[src/rtl/fdk_ram.sv]
// Generic simple dual-port RAM: one write port, one read port, registered read.
// No dependencies.
`timescale 1ns / 1ps

module fdk_ram #(
   parameter int WIDTH = 8,
   parameter int DEPTH = 256
) (
   input  logic                     clock,
   input  logic                     wr_en,
   input  logic [$clog2(DEPTH)-1:0] wr_addr,
   input  logic [WIDTH-1:0]         wr_data,
   input  logic                     rd_en,
   input  logic [$clog2(DEPTH)-1:0] rd_addr,
   output logic [WIDTH-1:0]         rd_data
);

   logic [WIDTH-1:0] mem_ff [0:DEPTH-1];
   logic [WIDTH-1:0] rd_data_ff;

   always_ff @(posedge clock) begin
      if (wr_en) begin
         mem_ff[wr_addr] <= wr_data;
      end
   end

   always_ff @(posedge clock) begin
      if (rd_en) begin
         rd_data_ff <= mem_ff[rd_addr];
      end
   end

   assign rd_data = rd_data_ff;

endmodule

[config.mk]
export PLATFORM = sky130hd
export DESIGN_NAME = fdk_ram
export DESIGN_NICKNAME = d
export VERILOG_FILES = /design/src/rtl/fdk_ram.sv
export SDC_FILE = /design/constraint.sdc
export NUM_CORES = 2
export LEC_CHECK = 0
export BUFFER_PORTS_ARGS = -buffer_cell sky130_fd_sc_hd__buf_2
export CAP_MARGIN = 20
export CORE_MARGIN = 5
export CORE_UTILIZATION = 45
export DETAILED_ROUTE_END_ITERATION = 10
export PLACE_DENSITY = 0.69
export SYNTH_ARGS = -nofsm -noshare
export SYNTH_HDL_FRONTEND = slang
export SYNTH_SLANG_ARGS = --single-unit
export TNS_END_PERCENT = 50
[constraint.sdc]
create_clock -name clock -period 3.5 [get_ports clock]
set_clock_uncertainty 0.2 [all_clocks]
set_input_delay 0.7 -clock clock [delete_from_list [all_inputs] [get_ports clock]]
set_output_delay 0.7 -clock clock [all_outputs]
set_load 0.005 [all_outputs]
# Yosys cells after proc, flatten, opt, wreduce, memory -nomap -nowiden
# Memories as Yosys holds them, arrays and structs flattened. A register that Yosys moved wholly into a read port is not among the register bits.
# Index checks and enable logic that the tools add are counted.
dict set report totals {
  ff_bits 0
  ramBits 2048
  inputBits 27
  out_inout_bits 8
  word_cells 3
  n_memories 1
}
# name words word_bits rd rd_ports_with_merged_regs wr line_no
set memory_table {}
lappend memory_table {mem_ff 256 8 1 1 1 18} ;# logic [WIDTH-1:0] mem_ff [0:DEPTH-1];
dict set report op_classes {
  muxes 2
}
# op n
set ops {}
lappend ops {{$mux W1} 2}

# Logic depth before layout (Yosys ltp)
dict set report logic_depth {
  word_depth 2
  depth_mapped 11
  mapped_depth_nobuf 6
}

# Worst setup path after synthesis
# No wires, ideal clock.
dict set report synth_path {
  path_kind {input -> register}
  startpoint {input port rd_addr[0]}
  endpoint {register rd_data_ff[2] (netlist: rd_data[2]), read port of mem_ff, data pin}
  arrival_ns 2.507
  slack_ns 0.524
  stages 9
  path_buffers 4
  cell_sequence {buf_6 > buf_12 > buf_8 > buf_2 > mux4_2 > a22oi_1 > a21oi_1 > nor4_1 > nor4_2}
}
# item line_no
set synth_rtl {}
lappend synth_rtl {{start, declared} 14} ;# input logic [$clog2(DEPTH)-1:0] rd_addr,
lappend synth_rtl {{end, declared} 19} ;# logic [WIDTH-1:0] rd_data_ff;

==> flow_metrics.env <==
export IMPL_vias=41019
export IMPL_path_cells="buf_8 -> buf_12 -> buf_12 -> buf_12 -> mux4_2 -> o211ai_1 -> a21oi_1 -> buf_4 -> nor4_1 -> buf_4 -> nor4_1"
export IMPL_pwr_density_cell_mw_per_mm2=543.3
export IMPL_synth_enable_flop_cells=2056
export IMPL_hold_class="in -> reg"
export IMPL_grt_max_degree=125
export IMPL_async_flop_share_pct=0
export IMPL_r2r_setup_slack_ns=0.54
export IMPL_totalWireLength_microns=195300
export IMPL_fp_dieW_microns=430.7
export IMPL_ios=35
export IMPL_core_area_sq_mm=0.1761
export IMPL_combPwrFrac_pct=5.4
export IMPL_swShare_pct=21.47
export IMPL_worstHoldStart="rd_en"
export IMPL_grt_util_all_layers_pct=21.00
export IMPL_worst_skew_pair_late_latency_ns=0.86
export IMPL_fill_cells=13391
export IMPL_vias_per_cell=6.003
export IMPL_pwr_share_clk_pct=40.9
export IMPL_place_gp_congestion=0.8497
export IMPL_hold_violations=0
export IMPL_drc=0
export IMPL_cp_depth=11
export IMPL_synthFlopType="edfxtp_1"
export IMPL_leakage_nw=29.83
export IMPL_syn_to_final_growth_pct=16.85
export IMPL_intPower_mw=39.71
export IMPL_grt_pass1_wl_microns=286500
export IMPL_synth_top_area_share_pct=77.53
export IMPL_rsz0062_at_grt="no"
export IMPL_p_switching_mw=10.85
export IMPL_row_count=154
export IMPL_power_frac_seq_pct=53.8
export IMPL_hpwl_microns=125500
export IMPL_ir_worst_vdd_uv=489.0
export IMPL_place_inst=6468
export IMPL_synth_compound_area_share_pct=3.416
export IMPL_htreeDepth=4
export IMPL_holdWs_ns=0.1018
export IMPL_cts_setup_buffers=0
export IMPL_wl_per_cell_microns=28.58
export IMPL_cts_hold_buf=1
export IMPL_yosys_warnings=0
export IMPL_clkSlewWorstSetupHoldPaths_ns=0.06
export IMPL_fin_nets=4357
export IMPL_setup_viol=0
export IMPL_cts_tree="yes"
export IMPL_critPathMaxFanout=16
export IMPL_drtAntennaViolNets=0
export IMPL_post_cts_resized=0
export IMPL_worst_pin_slew_ns=0.9096
export IMPL_cts_root_buf="clkbuf_16"
export IMPL_critPathKind="in -> reg"
export IMPL_synthXorXnorAreaFrac_pct=0
export IMPL_first_global_vias=41099
export IMPL_crit_required_ns=3.90
export IMPL_syn_area_per_cell_sq_um=21.33
export IMPL_slew_violations=0
export IMPL_synth_top_family_by_area="multiplexers"
export IMPL_arrival_ns=3.62
export IMPL_r2r_start="mem_ff[86][1]"
export IMPL_maxCapViolCount=0
export IMPL_ys_seq_elements=2056
export IMPL_clk_path_buf_depth=3
export IMPL_max_stage_delay_ns=0.63
export IMPL_syn_num_nets=3760
export IMPL_synth_area_sq_mm=0.07964
export IMPL_startpoint_type="primary input"
export IMPL_antenna_found_initial=11
export IMPL_synth_top_cell_by_area="edfxtp_1"
export IMPL_crit_top_cell="buf_12"
export IMPL_firstDrtPassIters=6
export IMPL_fmax_mhz=311.2
export IMPL_timing_rr_end="rd_data[1]"
export IMPL_r2r_cells=6
export IMPL_cp_slowest_cell="nor4_1"
export IMPL_io_buffers=34
export IMPL_crit_path_end_kind="flop"
export IMPL_slew_headroom_pct=39.14
export IMPL_gr_total_overflow=0
export IMPL_cts_buffers=199
export IMPL_final_layout_size_suffix_gt1_share_pct=30.47
export IMPL_synth_mux_area_share_pct=14.60
export IMPL_min_path_cells=1
export IMPL_layout_cells_non_filler=6833
export IMPL_die_area_sq_mm=0.1855
export IMPL_ys_seq_area_share_pct=77.53
export IMPL_synth_adder_area_share_pct=0
export IMPL_initial_core_util_pct=45.22
export IMPL_crit_buf_inv=6
export IMPL_synth_simple_area_share_pct=2.625
export IMPL_initialDrtViolationCount=5268
export IMPL_die_h_microns=430.7
export IMPL_ys_types=54
export IMPL_status="complete, no violations"
export IMPL_finalCritPeriodShare_pct=91.82
export IMPL_fin_crit_ns=3.214
export IMPL_synth_area_top_cells="edfxtp_1, mux4_2, mux2i_1, nor2_1, a22oi_1"
export IMPL_syn_inst=3733
export IMPL_crit_family="buffers and inverters"
export IMPL_power_mw=50.56
export IMPL_holdPathEnd="rd_data[6]"
export IMPL_cts_sinks=2056
flip-flops by register name, summed over array words and instances (netlist names):
name	count
mem_ff	2048
rd_data	8
cell usage in the layout (no fill, tap or decap), drive strengths merged, types with 8 or more instances in the layout:
master  instances
edfxtp       2056
buf           623
mux4          456
nor2          282
clkbuf        247
mux2i         134
a22oi         133
a21oi          96
clkinv         94
o221ai         47
nand3          34
nand2          33
nor2b          31
o22ai          28
nor4           27
nor3           22
a211oi         16
a221oi         14
bufinv         13
o21ai          12
nand4          10
o211ai         10
inv             9
nand2b          8
a22o            8
how the worst max path moves through the flow:
| stage | from | endpoint | slack [ns] |
|---|---|---|---|
| after detailed placement | rd_addr[0] | rd_data[1] | -0.55 |
| after floorplan | rd_addr[0] | rd_data[2] | 0.52 |
| final | rd_addr[0] | rd_data[1] | 0.29 |
| after global routing | rd_addr[0] | rd_data[1] | 0.33 |
| after global placement | rd_addr[0] | rd_data[0] | -0.96 |
| after CTS | rd_addr[0] | rd_data[1] | 0.35 |
cells in the mapped netlist, types with 10 or more instances:
cell / count
edfxtp_1: 2056
mux4_2: 454
nor2_1: 282
mux2i_1: 134
a22oi_1: 133
clkbuf_1: 111
a21oi_1: 96
o221ai_1: 46
nand3_1: 34
nand2_1: 33
buf_2: 31
nor2b_1: 31
o22ai_1: 28
buf_4: 27
nor4_1: 24
buf_1: 22
nor3_1: 22
buf_6: 21
a211oi_1: 16
a221oi_1: 13
buf_8: 13
nand4_1: 10
o211ai_1: 10
o21ai_0: 10
cells by family (layout without fill, tap and decap cells):
logic type	count (synthesis)	in the layout
other	0	3
AO/OA/AOI/OAI	385	385
AND/OR/NAND/NOR	466	466
flip-flops	2056	2056
buffers and inverters	235	992
multiplexers	591	591
power by group through the flow:
stage	Combinational (mW)	Clock, mW	Sequential (mW)
6_report	2.71	20.7	27.2
5_1_grt	2.85	22.1	27.2
4_1_cts	2.72	21.0	27.2
3_5_place_dp	2.70	0	27.7
3_3_place_gp	2.66	0	27.7
2_1_floorplan	1.32	0	27.7
per-layer routing:
metal / up-vias / global-route usage (%) / wire length (microns)
met3: 360 / 4.469 / 18720
met2: 2220 / 33.40 / 94320
li1: 16894 / - / -
met4: 0 / 6.714 / 6430
met1: 21545 / 29.38 / 75850
met5: - / 0 / 0
stage by stage:
stage	setup TNS [ns]	utilization [%]	worst slack, ns	area, sq um
after floorplan	0	-	0.5239	79640
after global placement	-4.758	49.23	-0.9648	86710
after detailed placement	-2.810	49.25	-0.5523	86740
after CTS	0	52.83	0.3490	93050
after global routing	0	52.84	0.3315	93060
final	0	52.84	0.2864	93060
final cells by class:
class	count	area, sq um	area share [%]
sequential	2056	61740	66.35
clock inverter	119	1160	1.246
multi-input combinational	1442	16480	17.71
timing repair buffer	629	5594	6.012
antenna	3	7.507	0.008067
clock buffer	242	5141	5.525
inverter	2	7.507	0.008067
tap	2340	2928	3.146
(Power assumes the default switching activity.)
