`src/rtl/fdk_pkg.sv`:
```
// Shared package for the 5x5 dual-kernel feature core.
// Holds widths, limits, kernel weight tables and the stage structs.
// No dependencies; every other file but fdk_ram imports it.
`timescale 1ns / 1ps

package fdk_pkg;

   // Image geometry
   localparam int MAX_WIDTH  = 2048;
   localparam int MAX_HEIGHT = 4096;
   localparam int LINES      = 4;
   localparam int WIN        = 5;

   // Field widths
   localparam int PIX_W  = 8;
   localparam int COL_W  = 11;
   localparam int ROW_W  = 12;
   localparam int CFG_W  = 12;
   localparam int SUM_W  = 12;
   localparam int PART_W = 11;

   // Line memory: one word holds the same column of all four lines
   localparam int ADDR_W      = $clog2(MAX_WIDTH);
   localparam int LINE_WORD_W = LINES * PIX_W;

   // Width register limits and reset value
   localparam logic [CFG_W-1:0] WIDTH_MIN   = CFG_W'(5);
   localparam logic [CFG_W-1:0] WIDTH_MAX   = CFG_W'(MAX_WIDTH);
   localparam logic [CFG_W-1:0] WIDTH_RESET = CFG_W'(640);

   // Row counter saturation point
   localparam logic [ROW_W-1:0] ROW_LIMIT = ROW_W'(MAX_HEIGHT - 1);

   // Window is fully inside once both counters reach this position
   localparam int WIN_START = WIN - 1;
   // Center sits this far up and left of the incoming pixel
   localparam int CENTER_OFS = WIN / 2;

   // Result queue
   localparam int FIFO_DEPTH = 8;
   localparam int FIFO_PTR_W = $clog2(FIFO_DEPTH);
   localparam int FIFO_CNT_W = $clog2(FIFO_DEPTH + 1);

   // Kernel weights
   typedef logic signed [1:0] weight_type;
   localparam weight_type W_Z = 2'sb00;
   localparam weight_type W_P = 2'sb01;
   localparam weight_type W_N = 2'sb11;

   localparam weight_type KERN_X [0:WIN-1][0:WIN-1] = '{
      '{W_N, W_N, W_Z, W_P, W_P},
      '{W_N, W_N, W_Z, W_P, W_P},
      '{W_Z, W_Z, W_Z, W_Z, W_Z},
      '{W_P, W_P, W_Z, W_N, W_N},
      '{W_P, W_P, W_Z, W_N, W_N}
   };

   localparam weight_type KERN_Y [0:WIN-1][0:WIN-1] = '{
      '{W_Z, W_N, W_N, W_N, W_Z},
      '{W_P, W_Z, W_N, W_Z, W_P},
      '{W_P, W_P, W_Z, W_P, W_P},
      '{W_P, W_Z, W_N, W_Z, W_P},
      '{W_Z, W_N, W_N, W_N, W_Z}
   };

   // Request leaving the scan stage in the cycle after acceptance
   typedef struct packed {
      logic              vld;
      logic [ADDR_W-1:0] addr;
      logic [PIX_W-1:0]  pixel;
      logic              fwd;
      logic              win_valid;
      logic [COL_W-1:0]  ccol;
      logic [ROW_W-1:0]  crow;
   } fdk_stage_type;

   // Sideband carried alongside the window arithmetic
   typedef struct packed {
      logic             vld;
      logic             win_valid;
      logic [COL_W-1:0] ccol;
      logic [ROW_W-1:0] crow;
   } fdk_meta_type;

   // One finished result
   typedef struct packed {
      logic signed [SUM_W-1:0] feature_x;
      logic signed [SUM_W-1:0] feature_y;
      logic                    win_valid;
      logic [COL_W-1:0]        ccol;
      logic [ROW_W-1:0]        crow;
   } fdk_rsp_type;

endpackage

```
`src/rtl/fdk_window.sv`:
```
// Line memory write-back, 5x5 window register and the two kernel sums.
// Two register stages: window, row partials; the final sum feeds the queue. Uses fdk_pkg.
`timescale 1ns / 1ps

module fdk_window (
   input  logic                              clock,
   input  logic                              reset,
   input  fdk_pkg::fdk_stage_type            stage_in,
   input  logic [fdk_pkg::LINE_WORD_W-1:0]   rd_data,
   output logic                              wr_en,
   output logic [fdk_pkg::ADDR_W-1:0]        wr_addr,
   output logic [fdk_pkg::LINE_WORD_W-1:0]   wr_data,
   output logic                              push,
   output fdk_pkg::fdk_rsp_type              rsp,
   output logic [1:0]                        busy_cnt
);
   import fdk_pkg::*;

   logic [LINE_WORD_W-1:0]   fwd_word_ff;
   logic [LINE_WORD_W-1:0]   line_word;
   logic [PIX_W-1:0]         col_vals [0:WIN-1];
   logic [PIX_W-1:0]         window_ff [0:WIN-1][0:WIN-1];
   fdk_meta_type             meta2_ff, meta3_ff;
   logic signed [PART_W-1:0] part_x_in [0:WIN-1];
   logic signed [PART_W-1:0] part_y_in [0:WIN-1];
   logic signed [PART_W-1:0] part_x_ff [0:WIN-1];
   logic signed [PART_W-1:0] part_y_ff [0:WIN-1];
   logic signed [SUM_W-1:0]  sum_x, sum_y;

   // Column read from the line memory, or the word the previous request wrote back
   assign line_word = stage_in.fwd ? fwd_word_ff : rd_data;

   // Lines shift down by one; the new pixel becomes the newest line
   assign wr_en   = stage_in.vld;
   assign wr_addr = stage_in.addr;
   assign wr_data = {line_word[LINE_WORD_W-PIX_W-1:0], stage_in.pixel};

   // New window column, oldest line on top
   always_comb begin
      for (int i = 0; i < LINES; i++) begin
         col_vals[LINES-1-i] = line_word[i*PIX_W +: PIX_W];
      end
      col_vals[WIN-1] = stage_in.pixel;
   end

   always_ff @(posedge clock) begin
      if (stage_in.vld) begin
         fwd_word_ff <= wr_data;
      end
   end

   // Window shifts left and takes the new column on the right
   always_ff @(posedge clock) begin
      if (reset) begin
         window_ff <= '{default: '0};
      end else if (stage_in.vld) begin
         for (int r = 0; r < WIN; r++) begin
            for (int c = 0; c < WIN-1; c++) begin
               window_ff[r][c] <= window_ff[r][c+1];
            end
            window_ff[r][WIN-1] <= col_vals[r];
         end
      end
   end

   // Per-row partial sums for both kernels
   always_comb begin
      for (int r = 0; r < WIN; r++) begin
         part_x_in[r] = '0;
         part_y_in[r] = '0;
         for (int c = 0; c < WIN; c++) begin
            case (KERN_X[r][c])
               W_P:     part_x_in[r] = part_x_in[r] + $signed(PART_W'(window_ff[r][c]));
               W_N:     part_x_in[r] = part_x_in[r] - $signed(PART_W'(window_ff[r][c]));
               default: part_x_in[r] = part_x_in[r];
            endcase
            case (KERN_Y[r][c])
               W_P:     part_y_in[r] = part_y_in[r] + $signed(PART_W'(window_ff[r][c]));
               W_N:     part_y_in[r] = part_y_in[r] - $signed(PART_W'(window_ff[r][c]));
               default: part_y_in[r] = part_y_in[r];
            endcase
         end
      end
   end

   always_ff @(posedge clock) begin
      part_x_ff <= part_x_in;
      part_y_ff <= part_y_in;
   end

   // Sideband pipeline
   always_ff @(posedge clock) begin
      if (reset) begin
         meta2_ff <= '0;
         meta3_ff <= '0;
      end else begin
         meta2_ff.vld       <= stage_in.vld;
         meta2_ff.win_valid <= stage_in.win_valid;
         meta2_ff.ccol      <= stage_in.ccol;
         meta2_ff.crow      <= stage_in.crow;
         meta3_ff           <= meta2_ff;
      end
   end

   // Final sums over the five rows
   always_comb begin
      sum_x = '0;
      sum_y = '0;
      for (int r = 0; r < WIN; r++) begin
         sum_x = sum_x + SUM_W'(part_x_ff[r]);
         sum_y = sum_y + SUM_W'(part_y_ff[r]);
      end
   end

   assign push          = meta3_ff.vld;
   assign rsp.feature_x = meta3_ff.win_valid ? sum_x : '0;
   assign rsp.feature_y = meta3_ff.win_valid ? sum_y : '0;
   assign rsp.win_valid = meta3_ff.win_valid;
   assign rsp.ccol      = meta3_ff.ccol;
   assign rsp.crow      = meta3_ff.crow;

   assign busy_cnt = {1'b0, meta2_ff.vld} + {1'b0, meta3_ff.vld};

endmodule

```
`config.mk`:
```
export PLATFORM = sky130hd
export DESIGN_NAME = fdk_window
export DESIGN_NICKNAME = d
export VERILOG_FILES = /design/src/rtl/fdk_pkg.sv /design/src/rtl/fdk_window.sv
export SDC_FILE = /design/constraint.sdc
export NUM_CORES = 1
export LEC_CHECK = 0
export BUFFER_PORTS_ARGS = -buffer_cell sky130_fd_sc_hd__buf_4
export CAP_MARGIN = 40
export CORE_MARGIN = 2
export CORE_UTILIZATION = 61
export DETAILED_ROUTE_END_ITERATION = 8
export PLACE_DENSITY = 0.78
export REMOVE_ABC_BUFFERS = 1
export SYNTH_ARGS = -nofsm -noshare
export SYNTH_HDL_FRONTEND = slang
export SYNTH_SLANG_ARGS = --single-unit
```
`constraint.sdc`:
```
create_clock -name clock -period 3.9 [get_ports clock]
set_input_delay 0.39 -clock clock [delete_from_list [all_inputs] [get_ports clock]]
set_output_delay 0.39 -clock clock [all_outputs]
set_load 0.05 [all_outputs]
```
-- Word-level counts from Yosys, hierarchy flattened
Cells that the tools add are included.
- register bits: 379
- bits of input ports: 79
- output and inout bits: 95
- word-level logic and storage cells: 81
- add/subtract/negate cells: 35
- multiplexer cells: 3
- operator list (kind ; number):
    $add A12 B11 Y12 ; 4
    $sub A10 B9 Y11 ; 4
    $sub A9 B9 Y10 ; 4
    $sub A1 B8 Y9 const A ; 4
    $mux W32 ; 1
    $add A8 B8 Y9 ; 3
    $mux W12 ; 2
    $add A10 B9 Y11 ; 2
    $add A11 B9 Y11 ; 2
    $add A9 B9 Y10 ; 2
    $sub A9 B8 Y10 ; 2
    $sub A8 B8 Y9 ; 2
    $add A11 B10 Y12 ; 1
    $add A11 B11 Y12 ; 1
    $add A12 B10 Y12 ; 1
    $add A10 B8 Y11 ; 1
    $add A9 B8 Y10 ; 1
    $add A1 B1 Y2 ; 1

-- Longest topological paths before layout
Gate-level depths: netlist (run 1).
- depth after elaboration: 5
- gate-level depth with buffers: 17
- gate-level depth less buffers: 17

-- Least setup slack after synthesis (run 1)
No wires, ideal clock.
- kind: reg2out
- start: reg part_y_ff[3] (netlist name)
- end: out rsp[33] (netlist name)
- slack: -0.680 ns
- arrival: 4.190 ns
- stages on the path, launching flop included: 14
- path through: dfxtp_1 -> inv_1 -> fa_1 -> inv_1 -> fa_1 -> inv_1 -> fa_1 -> inv_1 -> ha_1 -> nor2b_1 -> o31a_1 -> o211ai_1 -> a21oi_1 -> nor3b_1
- RTL lines (what ; line ; source):
    from (decl) ; fdk_window.sv:27 ; logic signed [PART_W-1:0] part_y_ff [0:WIN-1];
    from (signal assigned) ; fdk_window.sv:88 ; part_y_ff <= part_y_in;
    to (decl) ; fdk_window.sv:14 ; output fdk_pkg::fdk_rsp_type rsp,

==> key figures, run 1 <==
Logic synthesis
  • Area leader, netlist: dfxtp_1
  • Synth area leaders: dfxtp_1 33%, fa_1 13%, mux2i_1 9.4%
  • Number of distinct library cells after synthesis: 54
  • Ys flop type: dfxtp_1
  • Syn avg cell area: 9.93 sq um
  • Post-synthesis cell area: ~21000 sq um
  • Syn Inst Count: between 2000 and 2500
  • Synth top area share: between 30% and 40%
  • Seq cells post-synth: 378
  • FFs w/ async S/R, synth: 0%
  • Number of flops mapped to enable cells by yosys: 32
  • Syn. warnings: 0
  • Register area share after synthesis: 37.2%

Layout
  • Layout cells sized above 1: 14.5%
  • Number of fill cells: 2534
  • Layout net count: ~2600
  • Commonest non-fill, non-tap cell in the layout: dfxtp_1
  • Most frequent cells in the layout: 340 x dfxtp_1, 335 x inv_1, 274 x nor2_1
  • Layout Area Growth over Synthesis: 15.0%

Clock network
  • CTS tree: built
  • Worst skew pair latency: 0.54 ns
  • Max clock buf depth: 3
  • CTS Root Cell: clkbuf_16
  • Htree depth: 2
  • Total CTS buffers: 42
  • Sink Count: 378
  • Worst-path clk slew: approximately 0.06 ns
  • Hold Buf Count CTS: 0

Placed design
  • Pre-CTS setup slack: -0.202 ns
  • Placer Congestion: approximately 0.9
  • HPWL Detailed: 34900 um
  • Port Buffer Count: approximately 150

Setup path
  • Worst Path Class, Setup: reg -> out
  • Most frequent CP cell: fa_1
  • CP max-delay cell: fa_1
  • Worst Setup Start Kind: flop
  • CP startpoint: part_y_ff[24]
  • Top delay family on crit path: adder cells
  • Worst stage delay on the critical path: 0.54 ns
  • Data required time at the worst endpoint: about 3.5 ns
  • WP buf/inv: 6
  • Worst path cell trace: inv_2 > fa_1 > inv_1 > fa_1 > inv_1 > fa_1 > buf_6 > fa_2 > nor2b_4 > o31a_1 > o211ai_1 > buf_4 > nand3_1 > nor3b_4 > buf_6
  • CP endpoint kind: output pin
  • CP arrival: 4.12 ns
  • CP max FO: 2
  • Worst R2R Start: window_ff[65]

Floorplanning
  • Starting Density: about three fifths
  • Core area: 34400 sq um
  • Die Wd: between 150 and 200 um
  • # rows: 68
  • Die Y: around 190 um
  • Io pins: approximately 170
  • Die area: 36200 sq um

STA
  • Setup TNS: -4.88 ns
  • Slew HR: 48.7%
  • Clock period minus worst slack: 4.51 ns
  • Clock skew: 0.0104 ns
  • Period utilization: 116%
  • WHS: between 0.03 and 0.04 ns
  • Hold Violations, Final: 0
  • Final setup fails: 12
  • Max-slew violations: 0
  • Tightest Pin Transition: about 0.76 ns
  • RSZ-0062 raised after global routing: true
  • Final worst slack: -0.606 ns
  • Max frequency: roughly 220 MHz

Global routing
  • Pin count of the biggest net entering global routing: 135
  • Total grt overflow: 0
  • Initial antenna violation count: 1
  • Vias in the first global route: 15200
  • First-pass GRT wire length: 76000 um
  • GRT Util Overall: between 20% and 30%

Route
  • Routed Antenna Nets: 0
  • Avg Vias per Cell: 5.32
  • Final wirelength: 46500 um
  • Initial drt markers: 670
  • Routed vias: roughly 15000
  • DRC Markers: 0
  • Drt wl/cell: 16.9 um
  • Router iterations before antenna repair: 5

Status
  • Status: finished with violations
  • Failing checks: setup timing

Pwr
  • Cell Pwr Density: approximately 750 nW/um^2
  • Maximum VDD drop: 0.00102 V
  • Pleak: 0.0114 uW

Run
  • Maximum Capacitance Violations: 0

Min path
  • Hold Crit Class: in -> reg
  • Hold Path Origin: stage_in[26]
## cells by family after synthesis
group,count (synthesis),share of synthesized area [%]
AO/OA/AOI/OAI,220,6.71
XOR/XNOR,120,4.96
adder cells (fa/ha/maj),285,21.8
buffers and inverters,447,8.82
flip-flops,378,37.2
multiplexers,224,10.7
AND/OR/NAND/NOR,461,9.75
## cell usage after synthesis, drive strengths merged (19+ instances only)
cell,n
nor2,276
o21a,19
xnor2,79
nor3,28
buf,69
nand2,41
dfxtp,346
a21oi,45
inv,346
mux2,24
xor2,41
o21ai,57
ha,144
fa,141
edfxtp,32
a21o,29
nor2b,68
a211oi,28
mux2i,200
clkbuf,31
## layout make-up
cell class,count,area (sq um),share of cell area [%]
Multi-Input combinational cell,1310,11700,47.9
Sequential cell,378,7900,32.4
Timing Repair Buffer,184,1530,6.27
Inverter,347,1300,5.34
Clock buffer,51,1120,4.58
Tap cell,455,569,2.34
Clock inverter,27,287,1.18
Antenna cell,1,2.50,0.0103
## flip-flops by register name, indices dropped and copies added, names as in the netlist
register     count
fwd_word_ff     32
meta2_ff        25
part_x_ff       44
part_y_ff       52
push             1
rsp             24
window_ff      200
## routing by layer
layer	GRT usage, %	part of all wire [%]	vias to the layer above
li1	-	-	7085
met4	10.9	4.3	0
met5	0	0	-
met3	3.96	4.3	105
met2	45.1	48	356
met1	33.4	44	7095
## power breakdown
group	leakage, uW	total, uW	internal, uW	switching [uW]
Sequential	0.00316	4630	4370	267
Clock	0.000695	4000	2390	1620
Combinational	0.00751	9560	4170	5390
## worst register-to-register path, cell delays in order (launching register included)
cell and delay, ns:
dfxtp_2 0.34, inv_1 0.05, fa_1 0.50, inv_1 0.09, fa_1 0.49, a211oi_2 0.23, nor2_1 0.09, o21a_1 0.17
nor2_1 0.11, xnor2_1 0.08, ha_1 0.21, or4_4 0.53, o31a_1 0.29, or3_1 0.32, o211ai_1 0.09
## stage by stage
step	instances	cell area (sq um)	utilization (%)	power (uW)
floorplan	2035	20600	-	10600
global placement	2665	22600	65.7	12800
detailed placement	2666	22600	65.7	13100
CTS	2750	24200	70.4	17700
global route	2752	24400	70.9	19400
finish	2753	24400	70.9	18200
## what timing repair did
action,in CTS,in global routing
gates resized for setup,53,32
setup buffers,6,3
endpoints found under the setup margin,16,19
pin swaps,36,24
hold endpoints to repair,0,0
## path summary, 6_finish.rpt
| kind | to | slack (ns) | cells after the start |
|---|---|---|---|
| worst max-delay path | rsp[33] | -0.61 | 15 |
| worst min-delay path | fwd_word_ff[1] | 0.04 | 1 |
| worst max register to register | part_x_ff[20] | 0.23 | 14 |
| worst min register to register | rsp[0] | 0.43 | 1 |
Note: power is estimated with default switching activity, not from simulation.
==> inputs of run 2 (changes only) <==
--- a/config.mk
+++ b/config.mk
@@ -10,7 +10,7 @@
 export CORE_MARGIN = 2
 export CORE_UTILIZATION = 61
 export DETAILED_ROUTE_END_ITERATION = 8
-export PLACE_DENSITY = 0.78
+export PLACE_DENSITY_LB_ADDON = 0.15
 export REMOVE_ABC_BUFFERS = 1
 export SYNTH_ARGS = -nofsm -noshare
 export SYNTH_HDL_FRONTEND = slang
==> run 2 against run 1 <==
Effect of this change: the run still ends with setup timing left; non-clock buffer count is 6 higher; cell count grew 0.15%; count of clock-buffer cells in the layout grew 6; sequential share of layout area decreased by 0.10 points; sequential power hardly changed; final area increased by 0.30%; maximum frequency decreased by 0.59%; via count is 1.4% lower; clock power grew 3%; largest power group unchanged; highest routed layer unchanged.
==> key figures, run 2 (synthesis gave the netlist of run 1 again) <==
Setup path
  • CP endpoint kind: output pin
  • Worst Setup Start Kind: flop
  • Worst Path Class, Setup: reg -> out
  • CP arrival: 4.14 ns
  • CP max FO: 2
  • Data required time at the worst endpoint: 3.51 ns

STA
  • Hold Violations, Final: 0
  • Slew HR: about 44%
  • Max frequency: approximately 220 MHz
  • Final setup fails: 13
  • Tightest Pin Transition: 0.835 ns
  • Setup TNS: -5.10 ns
  • Final worst slack: -0.633 ns
  • Clock period minus worst slack: 4.53 ns
  • RSZ-0062 raised after global routing: true
  • Max-slew violations: 0
  • Period utilization: 116%
  • Clock skew: 0.0176 ns

Pwr
  • Total power: roughly 19000 uW
  • Switching Fraction: between 30% and 40%
  • Pleak: 0.0114 uW
  • Seq pwr share: 24.7%
  • Internal power: ~11000 uW
  • Clock power share: 22.0%
  • Comb power frac: a little over half
  • Switching power: 7460 uW
  • Cell Pwr Density: approximately 760 nW/um^2
  • Maximum VDD drop: 0.000861 V

Route
  • Routed vias: 14400
  • Met3 WL: 2040 um
  • Routed Antenna Nets: 0
  • WL met1: slightly above 20000 um
  • Met2 wire length: 21900 um
  • DRC Markers: 0
  • Drt wl/cell: 16.7 um
  • Initial drt markers: 688
  • Avg Vias per Cell: approximately 5.2
  • Final wirelength: 46000 um
  • Router iterations before antenna repair: 8
  • Top Layer Used: met4

Floorplanning
  • Starting Density: 61.7%
  • Die Y: ~190 um
  • Die area: ~36000 sq um
  • Io pins: 174
  • Core area: 34400 sq um
  • # rows: 68
  • Die Wd: 190 um

Clock network
  • Worst skew pair latency: 0.56 ns
  • CTS tree: built
  • Max clock buf depth: 3
  • CTS Root Cell: clkbuf_16
  • Sink Count: 378
  • Worst-path clk slew: 0.06 ns
  • Total CTS buffers: 42
  • Htree depth: 2

Layout
  • Layout Area Growth over Synthesis: 15.3%
  • Top reg by flops: window_ff
  • Layout net count: 2633
  • Design area: between 20000 and 25000 sq um
  • Layout cells sized above 1: 14.7%
  • Antenna cells: 0
  • Number of flip-flops under the largest register name: 200
  • Commonest non-fill, non-tap cell in the layout: dfxtp_1
  • Number of fill cells: 2610
  • Top Registers: window_ff x200, part_y_ff x52, part_x_ff x44
  • Most frequent cells in the layout: 339 x dfxtp_1, 335 x inv_1, 275 x nor2_1

Status
  • Status: finished with violations
  • Failing checks: setup timing

Global routing
  • Vias in the first global route: 14600
  • GRT Util Overall: 26.0%
  • Initial antenna violation count: 0
  • First-pass GRT wire length: 74300 um
  • Total grt overflow: 0
  • Pin count of the biggest net entering global routing: 116

Run
  • Maximum Capacitance Violations: 0

Placed design
  • Placer Congestion: approximately 0.9
  • Port Buffer Count: 151
  • Cell Area, Placed: 22600 sq um
  • HPWL Detailed: 34200 um

Min path
  • Hold Crit Class: in -> reg
## run 2: worst paths after layout
path / start / endpoint / slack [ns] / cells past startpoint
max: part_y_ff[1] / rsp[31] / -0.63 / 17
min: stage_in[14] / meta2_ff[14] / 0.04 / 2
max reg2reg: window_ff[66] / part_x_ff[20] / 0.08 / 16
min reg2reg: meta2_ff[7] / rsp[7] / 0.43 / 1
## run 2: layout make-up
class,count,area [sq um],share of cell area [%]
multi-input cells,1310,11700,47.8
flip-flops and latches,378,7900,32.3
repair buffers,190,1550,6.32
inverters,347,1300,5.33
clock buffers,57,1220,4.99
well taps,455,569,2.33
clock inverters,20,238,0.973
## run 2: metrics by stage
| stage | setup WS [ns] | cells | hold slack [ns] | util [%] |
|---|---|---|---|---|
| 2_1_floorplan | -0.680 | 2035 | 0.414 | - |
| 3_3_place_gp | -0.184 | 2671 | 0.415 | 65.8 |
| 3_5_place_dp | -0.169 | 2671 | 0.426 | 65.8 |
| 4_1_cts | -0.611 | 2755 | 0.0107 | 70.6 |
| 5_1_grt | -0.791 | 2757 | 0.0249 | 71.1 |
| 6_report | -0.633 | 2757 | 0.0385 | 71.1 |
## run 2: worst max-delay path: stages, from the launching register on
cell	delay, ns
dfxtp_2	0.32
inv_2	0.03
fa_1	0.54
fa_1	0.42
fa_1	0.49
inv_1	0.04
ha_2	0.19
inv_2	0.07
fa_2	0.23
nor2b_4	0.05
o31a_1	0.28
buf_4	0.15
buf_6	0.11
o21ai_2	0.10
nand2b_1	0.10
xnor2_1	0.14
nor2_1	0.13
buf_6	0.19
## run 2: power by group through the flow
stage,clock [uW],combinational (uW),sequential (uW)
floorplan,0,5960,4650
global placement,0,8450,4690
detailed placement,0,8640,4700
CTS,4190,9420,4620
global route,4340,10800,4660
finish,4110,9930,4620
## run 2: what timing repair did
action,in CTS,in global routing
pin swaps,26,21
endpoints found under the hold margin,3,0
endpoints found under the setup margin,16,18
buffers inserted,5,3
resized for setup,42,44
hold buffers,3,0
## run 2: metal layers
metal	GRT usage, %	vias to the layer above
met3	4.14	79
li1	-	7091
met2	43.7	333
met5	0	-
met1	34.1	6939
met4	9.00	0
