**config.mk**
```make
export PLATFORM = sky130hd
export DESIGN_NAME = fdk_fifo
export DESIGN_NICKNAME = d
export VERILOG_FILES = /design/src/rtl/fdk_pkg.sv /design/src/rtl/fdk_fifo.sv
export SDC_FILE = /design/constraint.sdc
export NUM_CORES = 1
export LEC_CHECK = 0
export BUFFER_PORTS_ARGS = -buffer_cell sky130_fd_sc_hd__buf_2
export CAP_MARGIN = 20
export CORE_MARGIN = 5
export CORE_UTILIZATION = 54
export DETAILED_ROUTE_END_ITERATION = 7
export GPL_TIMING_DRIVEN = 0
export PLACE_DENSITY = 0.75
export SETUP_SLACK_MARGIN = 0.15
export SYNTH_ARGS = -nofsm -noshare
export SYNTH_HDL_FRONTEND = slang
export SYNTH_SLANG_ARGS = --single-unit
```
**constraint.sdc**
```tcl
create_clock -name clock -period 4.6 [get_ports clock]
set_input_delay 0 -clock clock [delete_from_list [all_inputs] [get_ports clock]]
set_output_delay 0 -clock clock [all_outputs]
set_load 0.01 [all_outputs]
```
**src/rtl/fdk_pkg.sv**
```systemverilog
// Shared package for the 5x5 dual-kernel feature core.
// Holds widths, limits, kernel weight tables and the stage structs.
// No dependencies; every other file but fdk_ram imports it.
`timescale 1ns / 1ps

package fdk_pkg;

   // Image geometry
   localparam int MAX_WIDTH  = 2048;
   localparam int MAX_HEIGHT = 4096;
   localparam int LINES      = 4;
   localparam int WIN        = 5;

   // Field widths
   localparam int PIX_W  = 8;
   localparam int COL_W  = 11;
   localparam int ROW_W  = 12;
   localparam int CFG_W  = 12;
   localparam int SUM_W  = 12;
   localparam int PART_W = 11;

   // Line memory: one word holds the same column of all four lines
   localparam int ADDR_W      = $clog2(MAX_WIDTH);
   localparam int LINE_WORD_W = LINES * PIX_W;

   // Width register limits and reset value
   localparam logic [CFG_W-1:0] WIDTH_MIN   = CFG_W'(5);
   localparam logic [CFG_W-1:0] WIDTH_MAX   = CFG_W'(MAX_WIDTH);
   localparam logic [CFG_W-1:0] WIDTH_RESET = CFG_W'(640);

   // Row counter saturation point
   localparam logic [ROW_W-1:0] ROW_LIMIT = ROW_W'(MAX_HEIGHT - 1);

   // Window is fully inside once both counters reach this position
   localparam int WIN_START = WIN - 1;
   // Center sits this far up and left of the incoming pixel
   localparam int CENTER_OFS = WIN / 2;

   // Result queue
   localparam int FIFO_DEPTH = 8;
   localparam int FIFO_PTR_W = $clog2(FIFO_DEPTH);
   localparam int FIFO_CNT_W = $clog2(FIFO_DEPTH + 1);

   // Kernel weights
   typedef logic signed [1:0] weight_type;
   localparam weight_type W_Z = 2'sb00;
   localparam weight_type W_P = 2'sb01;
   localparam weight_type W_N = 2'sb11;

   localparam weight_type KERN_X [0:WIN-1][0:WIN-1] = '{
      '{W_N, W_N, W_Z, W_P, W_P},
      '{W_N, W_N, W_Z, W_P, W_P},
      '{W_Z, W_Z, W_Z, W_Z, W_Z},
      '{W_P, W_P, W_Z, W_N, W_N},
      '{W_P, W_P, W_Z, W_N, W_N}
   };

   localparam weight_type KERN_Y [0:WIN-1][0:WIN-1] = '{
      '{W_Z, W_N, W_N, W_N, W_Z},
      '{W_P, W_Z, W_N, W_Z, W_P},
      '{W_P, W_P, W_Z, W_P, W_P},
      '{W_P, W_Z, W_N, W_Z, W_P},
      '{W_Z, W_N, W_N, W_N, W_Z}
   };

   // Request leaving the scan stage in the cycle after acceptance
   typedef struct packed {
      logic              vld;
      logic [ADDR_W-1:0] addr;
      logic [PIX_W-1:0]  pixel;
      logic              fwd;
      logic              win_valid;
      logic [COL_W-1:0]  ccol;
      logic [ROW_W-1:0]  crow;
   } fdk_stage_type;

   // Sideband carried alongside the window arithmetic
   typedef struct packed {
      logic             vld;
      logic             win_valid;
      logic [COL_W-1:0] ccol;
      logic [ROW_W-1:0] crow;
   } fdk_meta_type;

   // One finished result
   typedef struct packed {
      logic signed [SUM_W-1:0] feature_x;
      logic signed [SUM_W-1:0] feature_y;
      logic                    win_valid;
      logic [COL_W-1:0]        ccol;
      logic [ROW_W-1:0]        crow;
   } fdk_rsp_type;

endpackage

```
**src/rtl/fdk_fifo.sv**
```systemverilog
// Result queue between the arithmetic pipeline and the result channel.
// Register-based, FIFO_DEPTH entries. Uses fdk_pkg.
`timescale 1ns / 1ps

module fdk_fifo (
   input  logic                            clock,
   input  logic                            reset,
   input  logic                            push,
   input  fdk_pkg::fdk_rsp_type            push_data,
   output logic                            out_valid,
   input  logic                            out_ready,
   output fdk_pkg::fdk_rsp_type            out_data,
   output logic [fdk_pkg::FIFO_CNT_W-1:0]  count
);
   import fdk_pkg::*;

   fdk_rsp_type             mem_ff [0:FIFO_DEPTH-1];
   logic [FIFO_PTR_W-1:0]   wr_ptr_ff, wr_ptr_in;
   logic [FIFO_PTR_W-1:0]   rd_ptr_ff, rd_ptr_in;
   logic [FIFO_CNT_W-1:0]   count_ff, count_in;
   logic                    pop;

   assign out_valid = (count_ff != '0);
   assign pop       = out_valid && out_ready;

   // Pointer and fill bookkeeping
   always_comb begin
      wr_ptr_in = push ? wr_ptr_ff + FIFO_PTR_W'(1) : wr_ptr_ff;
      rd_ptr_in = pop ? rd_ptr_ff + FIFO_PTR_W'(1) : rd_ptr_ff;
      count_in  = count_ff + FIFO_CNT_W'(push) - FIFO_CNT_W'(pop);
   end

   always_ff @(posedge clock) begin
      if (reset) begin
         wr_ptr_ff <= '0;
         rd_ptr_ff <= '0;
         count_ff  <= '0;
      end else begin
         wr_ptr_ff <= wr_ptr_in;
         rd_ptr_ff <= rd_ptr_in;
         count_ff  <= count_in;
      end
   end

   always_ff @(posedge clock) begin
      if (push) begin
         mem_ff[wr_ptr_ff] <= push_data;
      end
   end

   assign out_data = mem_ff[rd_ptr_ff];
   assign count    = count_ff;

endmodule
```
# Word level (Yosys, flattened, before mapping)
# Memories as Yosys holds them, arrays and structs flattened. A register that Yosys moved wholly into a read port is not among the register bits.
# Index checks and enable logic that the tools add are counted.
# op_classes
addsub	4
muxes	4
reduce_logical	2
# ops
cell	count
$add A3 B1 Y3 const B	2
$mux W3	2
$add A4 B1 Y4	1
$reduce_bool A4 Y1	1
$sub A4 B1 Y4	1
$mux W1	2
$logic_and A1 B1 Y1	1
# totals
regBits	10
mem_bits_rw	384
input_bits	52
output_inout_bits	53
n_memories	1
# mem_list
name	words	word_bits	read_ports	rd_ports_with_merged_regs	wr	line_no	rtl
mem_ff	8	48	1	1	1	fdk_fifo.sv:17	fdk_rsp_type mem_ff [0:FIFO_DEPTH-1];

# Logic depth before layout (Yosys ltp)
# Gate-level depths: netlist of run 1.
# logic_depth
ltp_word	4
depth_mapped	11
depth_no_buf	11

# Worst setup path before layout of run 1
# Ideal clock, no wire load.
# synth_timing
path_kind	flip-flop to flip-flop
start	reg wr_ptr_ff[2]
end	mem mem_ff[0][0] (netlist bit), enable pin
setup_ns	0.513
arrival_time_ns	3.773
path_slack_ns	0.314
stages_incl_launch_ff	3
path_cell_list	dfxtp_1 > nand2b_1 > nor3_1
# synth_rtl
item	line_no	rtl
from (decl)	fdk_fifo.sv:18	logic [FIFO_PTR_W-1:0] wr_ptr_ff, wr_ptr_in;
from (signal assigned)	fdk_fifo.sv:39	wr_ptr_ff <= wr_ptr_in;
to (decl)	fdk_fifo.sv:17	
# Straight into the memory's write port.

==> results of run 1 <==
metal layers:
metal | share of wire, % | vias to the layer above | GRT usage [%] | wire (um)
met3 | 6.6 | 50 | 3.71 | 2060
met1 | 40 | 3813 | 27.5 | 12300
li1 | - | 3107 | - | -
met4 | 1.7 | 0 | 4.35 | 526
met5 | 0 | - | 0 | 0
met2 | 52 | 281 | 34.8 | 16100
cells in the mapped netlist:
library cell,count,area [um^2]
buf_2,12,60.1
nor3_1,2,10.0
clkbuf_1,10,37.5
mux2_2,10,113
ha_1,6,75.1
nand3_1,3,15.0
edfxtp_1,384,11500
a21oi_1,6,30.0
nand2b_1,4,25.0
fa_1,1,20.0
dfxtp_1,13,260
inv_1,8,30.0
xnor2_1,1,8.76
xor2_1,2,17.5
buf_6,1,11.3
o21ai_0,3,15.0
mux4_1,3,78.8
mux2i_1,1,10.0
nor3b_1,1,7.51
buf_12,5,100
nor2b_1,2,12.5
nand2_1,5,18.8
a31o_2,1,8.76
or3_1,1,6.26
nor2_1,13,48.8
mux4_2,93,2090
mux2_4,40,601
power breakdown:
part / internal (mW) / switching (mW) / leakage [nW]
clock network: 1.81 / 1.25 / 0.588
registers: 4.08 / 0.0403 / 3.60
logic: 0.736 / 0.675 / 1.91
total: 6.63 / 1.96 / 6.09
area by class of cell:
| class | instances | share of cell area [%] |
|---|---|---|
| inverters | 8 | 0.163 |
| multi-input cells | 198 | 17.8 |
| repair buffers | 178 | 7.59 |
| flip-flops and latches | 397 | 64.1 |
| well taps | 378 | 2.57 |
| clock inverters | 10 | 0.694 |
| plain buffers | 28 | 1.14 |
| clock buffers | 59 | 5.95 |
kinds of logic (layout without fill, tap and decap cells):
group           after synthesis  after routing
flops                       397            397
compound gates               10             10
mux                         147            147
buf+inv                      36            283
simple gates                 31             31
fa+ha+maj                     7              7
xor+xnor                      3              3
state kept, by name (all words and copies together) (netlist names), named ones only:
signal / count
wr_ptr_ff: 3
mem_ff: 384
rd_ptr_ff: 3
count: 4
through the flow:
stage	utilization (%)	instances
after CTS	66.0	1256
after global placement	58.3	1113
after floorplan	-	631
after detailed placement	59.8	1136
final	66.0	1256
after global routing	66.0	1256
worst paths after layout:
kind / from / end / slack (ps) / cells past startpoint
hold reg to reg: wr_ptr_ff[2]$_SDFFE_PP0P_ / wr_ptr_ff[2]$_SDFFE_PP0P_ / 550 / 2
setup reg to reg: count[2]$_SDFF_PP0_ / count[1]$_SDFF_PP0_ / 2260 / 10
setup / recovery: flip-flop / out_data[26] / 1900 / 6
hold / removal: push_data[10] / mem_ff[2][10]$_DFFE_PP_ / 280 / 2
placed cells by master, fill, tap and decap left out, drive strengths merged, types with 2 or more instances in the layout:
cell / instances
dfxtp: 13
nor3: 2
nor2: 13
inv: 10
nand2: 5
xor2: 2
nor2b: 2
dlygate4sd3: 51
buf: 145
a21oi: 6
nand2b: 4
edfxtp: 384
o21ai: 3
clkbuf: 69
ha: 6
mux4: 96
clkinv: 5
nand3: 3
mux2: 50
bufinv: 3
repair_timing:
action                                 in CTS  in global routing
endpoints found under the hold margin     395                  0
hold buffers                               51                  0
buffers inserted                            0                  0
resized for setup                           0                  0
==> metrics.txt, run 1 <==
H-tree levels 2; # DRC 0; startpoint class of the critical path flip-flop; Compound-Gate Fraction of Synth Area less than 1%; Num CTS Buffers 40; Simple-Gate Fraction of Synth Area 0.944%; Root Driver clkbuf_16; Synth Area in XOR/XNOR less than 1%; antenna violations before repair 0; vias 7251; via/cell ratio 5.77; Worst Path Max Fanout 10; vias in the first global route 7895; Avg WL per Cell 24.7 um; ANT cells 0; Fillers 1762; most used cell along the critical path buf_2; Synth Area in Adders 0.624%; Final Slew Violations 0; RSZ-0062 raised after global routing no; Placed Area 16700 um^2; num ports 105; Seq/Total Area, Yosys 77.3%; area delta synth->final 20.6%; gpl congestion 0.781; Worst Path Required 4600 ps; clk buf depth 3; Fin Hold WS ~280 ps; largest family of logic cells by synthesized area multiplexers; Total Nets Final a little over 900; GRT Total Usage approximately a fifth; static leakage 6.09 nW; Critical Setup Path Class reg2out; yosys warns 0; Starting Density between 50% and 60%; status finished clean; first-pass GRT wire length 46900 um; library cells used by synthesis 27; Core Rows 61; PwrDens 467 nW/um^2; total gr overflow 0; final worst slack 1900 ps; Finished Cell Area 18400 um^2; syn nets 690; Final period util 58.7%; Routed Antenna Nets 0; Register Area 11800 um^2; Hold Vio Cnt, Final 0; maximum vdd drop 0.310 mV; pre-CTS setup slack 2270 ps; Worst Path Arrival 2700 ps; Synth Instances 631; number of DRC markers in iteration 0 625; Worst path slowest cell buf_2; Bufs and invs on worst path 4; TritonRoute pass-1 iters 5; clk sinks a little under 400; Final Power about 8.6 mW; Post-Synthesis Cell Area 15200 um^2; Rel. slew slack 32.8%; Final min period 2700 ps; Worst Setup End Kind output pin; Core ar. approximately 28000 um^2; HPWL after DPL 19400 um; die width approximately 180 um; IO Port Bufs 104; Max Cap Viol 0; TritonCTS clock tree done; max frequency ~0.37 GHz; largest net degree at the start of global routing 22; family with the most delay on the worst path buffers and inverters; Worst Skew 19.7 ps; Multi-input gate area 3270 um^2; Critical Path, Cell by Cell clkbuf_1, buf_2, buf_2, mux4_2, mux2_4, buf_2; syn avg cell area ~24 um^2; die footprint 31700 um^2; final number of setup-violating endpoints 0; Seq cells post-synth 397; share of layout cells above drive strength 1 39.2%; Fin Setup TNS 0 ps; Routed WL 31000 um; crit-path max cell delay 370 ps; clk_lat worst skew 530 ps; clock slew at reported path FFs 60 ps; Hold Path Class in2reg; mux contribution to synthesized area 19.0%; die height 178 um; worst-margin pin slew 1010 ps
Power figures use the tool's default switching activity.
==> run 2, diff against run 1 <==
--- a/config.mk
+++ b/config.mk
@@ -5,13 +5,14 @@
 export SDC_FILE = /design/constraint.sdc
 export NUM_CORES = 1
 export LEC_CHECK = 0
+export ABC_AREA = 1
 export BUFFER_PORTS_ARGS = -buffer_cell sky130_fd_sc_hd__buf_2
 export CAP_MARGIN = 20
 export CORE_MARGIN = 5
-export CORE_UTILIZATION = 54
+export CORE_UTILIZATION = 55
 export DETAILED_ROUTE_END_ITERATION = 7
 export GPL_TIMING_DRIVEN = 0
-export PLACE_DENSITY = 0.75
+export PLACE_DENSITY = 0.76
 export SETUP_SLACK_MARGIN = 0.15
 export SYNTH_ARGS = -nofsm -noshare
 export SYNTH_HDL_FRONTEND = slang
==> constraint.sdc (replaced) <==
create_clock -name clock -period 2.4 [get_ports clock]
set_input_delay 0 -clock clock [delete_from_list [all_inputs] [get_ports clock]]
set_output_delay 0 -clock clock [all_outputs]
set_load 0.01 [all_outputs]
==> metrics.txt, run 2 <==
status finished clean; Finished Cell Area 20500 um^2 (+11%); clk sinks 397 (unchanged); FF-to-FF End mem_ff[4][29]$_DFFE_PP_; Rel. slew slack 41.3% (+8.4 points); TritonCTS clock tree done; hold endpoint count[1]$_SDFF_PP0_; PwrDens 916 nW/um^2 (+96%); ys async rst share 0% (unchanged); HPWL after DPL 25300 um (+30%); Num CTS Buffers 42 (+5.0%); Fin Hold WS 218 ps (-59.9 ps); Worst Path Max Fanout 10 (unchanged); Core ar. 30800 um^2 (+11%); clock slew at reported path FFs 50 ps (about the same); maximum vdd drop 0.763 mV (+150%); GRT Total Usage 22.6% (+2.4 points); Worst Path Arrival 2170 ps (-530 ps); total gr overflow 0 (unchanged); library cells used by synthesis 16 (-41%); top cells by area, synth edfxtp_1, nand2_1, inv_1; Final min period 2170 ps; die height 187 um (+5.2%); Critical Setup Path Class reg2out; Seq/Total Area, Yosys 68.3% (-9.1 points); largest net degree at the start of global routing 28 (+27%); Hold Vio Cnt, Final 0 (unchanged); worst reg2reg startpoint wr_ptr_ff[0]$_SDFFE_PP0P_; max FFs per register 384 (unchanged); Core Rows 64 (+4.9%); commonest non-fill, non-tap cell in the layout nand2_1; Starting Density 56.0% (+1.3 points); # DRC 0 (unchanged); Worst Skew 15.2 ps (-4.46 ps); yosys warns 0 (unchanged); Total Nets Final 2015 (+120%); # placed instances 2257 (+99%); worst-margin pin slew 879 ps (-128 ps); via/cell ratio 5.05 (-12%); number of DRC markers in iteration 0 1074 (+72%); Setup Fix Bufs, Post-CTS 0 (unchanged); static leakage 9.52 nW (+56%); share of layout cells above drive strength 1 12.5% (-27 points); Final period util 90.4%; Final Slew Violations 0 (unchanged); syn nets 1806 (+160%); commonest non-fill, non-tap cells in the layout nand2_1, inv_1, edfxtp_1, nand3_1, buf_2; Placed Area 18600 um^2 (+11%); startpoint class of the critical path flip-flop; H-tree levels 2 (unchanged); syn avg cell area 9.88 um^2 (-59%); Final Power 18.8 mW (+120%); vias 12.1k (+66%); final number of setup-violating endpoints 0 (unchanged); num ports 105 (unchanged); die footprint 35000 um^2 (+11%); TritonRoute pass-1 iters 5 (unchanged); worst reg-to-reg path cell count 3 (-7); max frequency 0.461 GHz; top-area cell type share of the netlist area 66.8% (-8.9 points); fin cells 2386 (+90%); hold path start reset; Finished Core Util 66.5% (+0.46 points); Synth Instances 1747 (+180%); Fin Setup TNS 0 ps (unchanged); vias in the first global route 12.2k (+55%); Avg WL per Cell 16.8 um (-32%); Post-Synthesis Cell Area 17300 um^2 (+13%); Routed Antenna Nets 0 (unchanged); Main synth FF type edfxtp_1; clk buf depth 3 (unchanged); Hold Path Stages 3 (+1); most frequent cell after synthesis nand2_1; die width 187 um (+5.2%); Routed WL 40100 um (+29%); dominant cell type by area after synthesis edfxtp_1; Root Driver clkbuf_16; Seq cells post-synth 397 (unchanged); Max Cap Viol 0 (unchanged); Worst Setup End Kind output pin; IO Port Bufs 104 (unchanged); antenna violations before repair 1 (+1); clk_lat worst skew 530 ps (about the same); first-pass GRT wire length 62900 um (+34%); final worst slack 231 ps (-1670 ps); RSZ-0062 raised after global routing no; gpl congestion 0.794 (+1.7%); Post-synth EDFFs 384 (unchanged); area delta synth->final 18.7%; Worst Path Required 2400 ps (-2200 ps); Hold Path Class in2reg; reg2reg setup slack 350 ps (-1910 ps); Post-synth top cells nand2_1, inv_1, edfxtp_1; Biggest register mem_ff; pre-CTS setup slack 285 ps (-1990 ps)
==> run 2: cells by family after synthesis <==
group | Yosys count | synth area share, %
adders and majority gates | 7 | 0.551
and+or+nand+nor | 856 | 20.1
DFF | 397 | 68.3
buffers and inverters | 475 | 10.8
AOI/OAI and AO/OA | 12 | 0.348
==> run 2: layout make-up <==
class,instances,area (um^2)
antenna,1,2.50
buffer,73,385
clock buffer,58,1170
clock inverter,19,194
fill,2228,10300
inverter,402,1510
multi-input combinational,875,3690
sequential,397,11800
tap,396,495
timing repair buffer,165,1250
==> run 2: critical path, cell delays in order (launching register included) <==
cell and delay [ps]:
dfxtp_1 300, buf_2 220, buf_4 280, clkbuf_4 280, nand3_1 130, nand2_1 90
nand2_1 70, nand2_1 130, buf_2 140
==> run 2: worst max-delay path by stage <==
| stage | start | to | slack [ps] | cells after the start |
|---|---|---|---|---|
| 6_report | flip-flop | out_data[9] | 230 | 8 |
| 4_1_cts | flip-flop | out_data[9] | 150 | 9 |
| 3_5_place_dp | count[2]$_SDFF_PP0_ | count[2]$_SDFF_PP0_ | 280 | 10 |
| 2_1_floorplan | wr_ptr_ff[1]$_SDFFE_PP0P_ | mem_ff[1][0]$_DFFE_PP_ | -550 | 3 |
| 5_1_grt | flip-flop | out_data[5] | 150 | 8 |
| 3_3_place_gp | wr_ptr_ff[1]$_SDFFE_PP0P_ | mem_ff[1][28]$_DFFE_PP_ | -2470 | 3 |
==> run 2: metal layers <==
metal / global-route usage [%] / vias to the layer above / wire length [um]
li1: - / 5852 / -
met1: 28.5 / 5603 / 15600
met2: 40.1 / 515 / 20200
met3: 3.28 / 85 / 3060
met4: 7.94 / 0 / 1220
met5: 0 / - / 0
==> run 2: what timing repair did <==
| item | in CTS | in global routing |
|---|---|---|
| resized for setup | 3 | 23 |
| setup endpoints to repair | 35 | 43 |
| hold buffers | 51 | 0 |
| hold endpoints to repair | 397 | 0 |
==> run 2: power by group <==
part           total (mW)  internal (mW)  leakage, nW  switching [mW]
clock                6.37           3.85        0.665            2.51
sequential           7.88           7.81         3.59          0.0725
combinational        4.53           1.50         5.26            3.03
total                18.8           13.2         9.52            5.62
==> run 3, diff against run 2 <==
--- a/config.mk
+++ b/config.mk
@@ -5,14 +5,13 @@
 export SDC_FILE = /design/constraint.sdc
 export NUM_CORES = 1
 export LEC_CHECK = 0
-export ABC_AREA = 1
 export BUFFER_PORTS_ARGS = -buffer_cell sky130_fd_sc_hd__buf_2
 export CAP_MARGIN = 20
 export CORE_MARGIN = 5
-export CORE_UTILIZATION = 55
+export CORE_UTILIZATION = 54
 export DETAILED_ROUTE_END_ITERATION = 7
 export GPL_TIMING_DRIVEN = 0
-export PLACE_DENSITY = 0.76
+export PLACE_DENSITY = 0.75
 export SETUP_SLACK_MARGIN = 0.15
 export SYNTH_ARGS = -nofsm -noshare
 export SYNTH_HDL_FRONTEND = slang
==> metrics.txt, run 3 (synthesis gave the netlist of run 1 again) <==
gpl congestion 0.759 (-4.4%); IO Port Bufs 104 (unchanged); clk_lat worst skew 510 ps (-20 ps); total gr overflow 0 (unchanged); largest net degree at the start of global routing 26 (-7.1%); clk buf depth 3 (unchanged); die height 178 um (-4.9%); via/cell ratio 5.65 (+12%); Worst Skew 10.4 ps (-4.84 ps); RSZ-0062 raised after global routing yes; final worst slack 140 ps (-90.4 ps); share of layout cells above drive strength 1 40.7% (+28 points); clock share of power 33.5% (-0.4 points); PwrDens 869 nW/um^2 (-5.2%); clk sinks 397 (unchanged); Final period util 94.2% (+3.8 points); internal power 12.5 mW (-5.3%); reg2reg setup slack 290 ps (-60 ps); Routed Antenna Nets 0 (unchanged); Core ar. 27900 um^2 (-9.6%); Sw Pwr 3.65 mW (-35%); max FFs per register 384 (unchanged); Rel. slew slack 37.1% (-4.2 points); # DRC 0 (unchanged); TritonCTS clock tree done; ANT cells 0 (-1); Root Driver clkbuf_16; Biggest register mem_ff; Hold Vio Cnt, Final 0 (unchanged); TritonRoute pass-1 iters 5 (unchanged); die footprint 31700 um^2 (-9.6%); vias in the first global route 7616 (-38%); die width 178 um (-4.9%); GRT Total Usage 18.8% (-3.8 points); commonest non-fill, non-tap cells in the layout edfxtp_1, buf_2, mux4_2, dlygate4sd3_1, mux2_4; worst-margin pin slew 942 ps (+62.9 ps); Routed WL 29300 um (-27%); Core Rows 61 (-4.7%); Worst Path Max Fanout 10 (unchanged); Final Slew Violations 0 (unchanged); Max Cap Viol 0 (unchanged); worst reg2reg startpoint wr_ptr_ff[1]$_SDFFE_PP0P_; H-tree levels 2 (unchanged); Num CTS Buffers 38 (-9.5%); vias 7079 (-41%); maximum vdd drop 0.781 mV (+2.3%); Final min period 2260 ps (+90.4 ps); static leakage 6.16 nW (-35%); clock slew at reported path FFs 60 ps (about the same); Comb power frac 17.5% (-6.6 points); Worst Setup End Kind output pin; switching share of power 22.7% (-7.3 points); area delta synth->final 21.6%; Fin Setup TNS 0 ps (unchanged); Hold Path Class in2reg; max frequency 0.443 GHz (-4.0%); share of power burned in registers 49.0% (+7.0 points); final number of setup-violating endpoints 0 (unchanged); number of DRC markers in iteration 0 595 (-45%); startpoint class of the critical path flip-flop; Critical Setup Path Class reg2out; HPWL after DPL 18300 um (-28%); # placed instances 1129 (-50%); first-pass GRT wire length 44300 um (-30%); status finished clean; Total Nets Final 910 (-55%); antenna violations before repair 1 (unchanged); hold path start push_data[46]; Starting Density 54.7% (-1.3 points); Final Power 16.1 mW (-14%); Worst Path Required 2400 ps (about the same); num ports 105 (unchanged); fin cells 1253 (-47%); Worst Path Arrival 2260 ps (+90 ps); commonest non-fill, non-tap cell in the layout edfxtp_1; Avg WL per Cell 23.4 um (+39%); pre-CTS setup slack 135 ps (-150 ps)
-- run 3: changes by cell type in the layout (fill, tap and decap cells not counted), sizes merged, moves of 4 or more --
cell	previous run	this run
inv	403	9
nor2	18	13
nand2	638	5
nand2b	0	4
mux2	0	50
nand3	198	3
mux4	0	96
buf	167	147
clkbuf	78	61
-- run 3: what timing repair did --
| action | in CTS | in global routing |
|---|---|---|
| gates resized for setup | 25 | 14 |
| cloned | 1 | 0 |
| buffers inserted | 1 | 7 |
| hold buffers | 51 | 0 |
| pin swaps | 0 | 2 |
| hold endpoints to repair | 395 | 0 |
| setup endpoints to repair | 48 | 72 |
-- run 3: routing by layer --
layer,global-route usage [%],wire length (um)
met3,3.20,1490
met2,32.3,15200
met4,3.96,451
met5,0,13
met1,25.9,12200
-- run 3: metrics by stage --
stage | utilization, % | hold WS (ps) | area (um^2)
2_1_floorplan | - | 98.9 | 15300
3_3_place_gp | 58.3 | 249 | 16200
3_5_place_dp | 59.9 | 265 | 16700
4_1_cts | 66.1 | 273 | 18400
5_1_grt | 66.6 | 299 | 18500
6_report | 66.6 | 286 | 18500
-- run 3: final cells by class --
cell class,instances,area [um^2]
multi-input combinational,198,3290
buffer,28,270
fill,1748,9310
tap,378,473
clock buffer,52,1030
clock inverter,12,82.6
inverter,8,30.0
timing repair buffer,180,1570
sequential,397,11800
-- run 3: critical path: stages (launching register included) --
cell	delay (ps)
dfxtp_2	330
buf_6	140
buf_12	160
buf_12	170
mux4_2	520
mux2_4	280
buf_2	140
-- run 3: worst paths after layout --
kind / to / cells past startpoint
worst min register to register: rd_ptr_ff[2]$_SDFFE_PP0P_ / 2
worst max-delay path: out_data[31] / 6
worst min-delay path: mem_ff[2][46]$_DFFE_PP_ / 2
worst max register to register: mem_ff[2][29]$_DFFE_PP_ / 3
-- run 3: power groups by stage --
stage | Sequential (mW) | Combinational, mW | Clock (mW)
detailed placement | 8.05 | 2.66 | 0
floorplan | 8.04 | 1.77 | 0
global route | 7.91 | 3.03 | 5.81
CTS | 7.90 | 2.81 | 5.50
global placement | 8.04 | 2.53 | 0
finish | 7.90 | 2.82 | 5.39
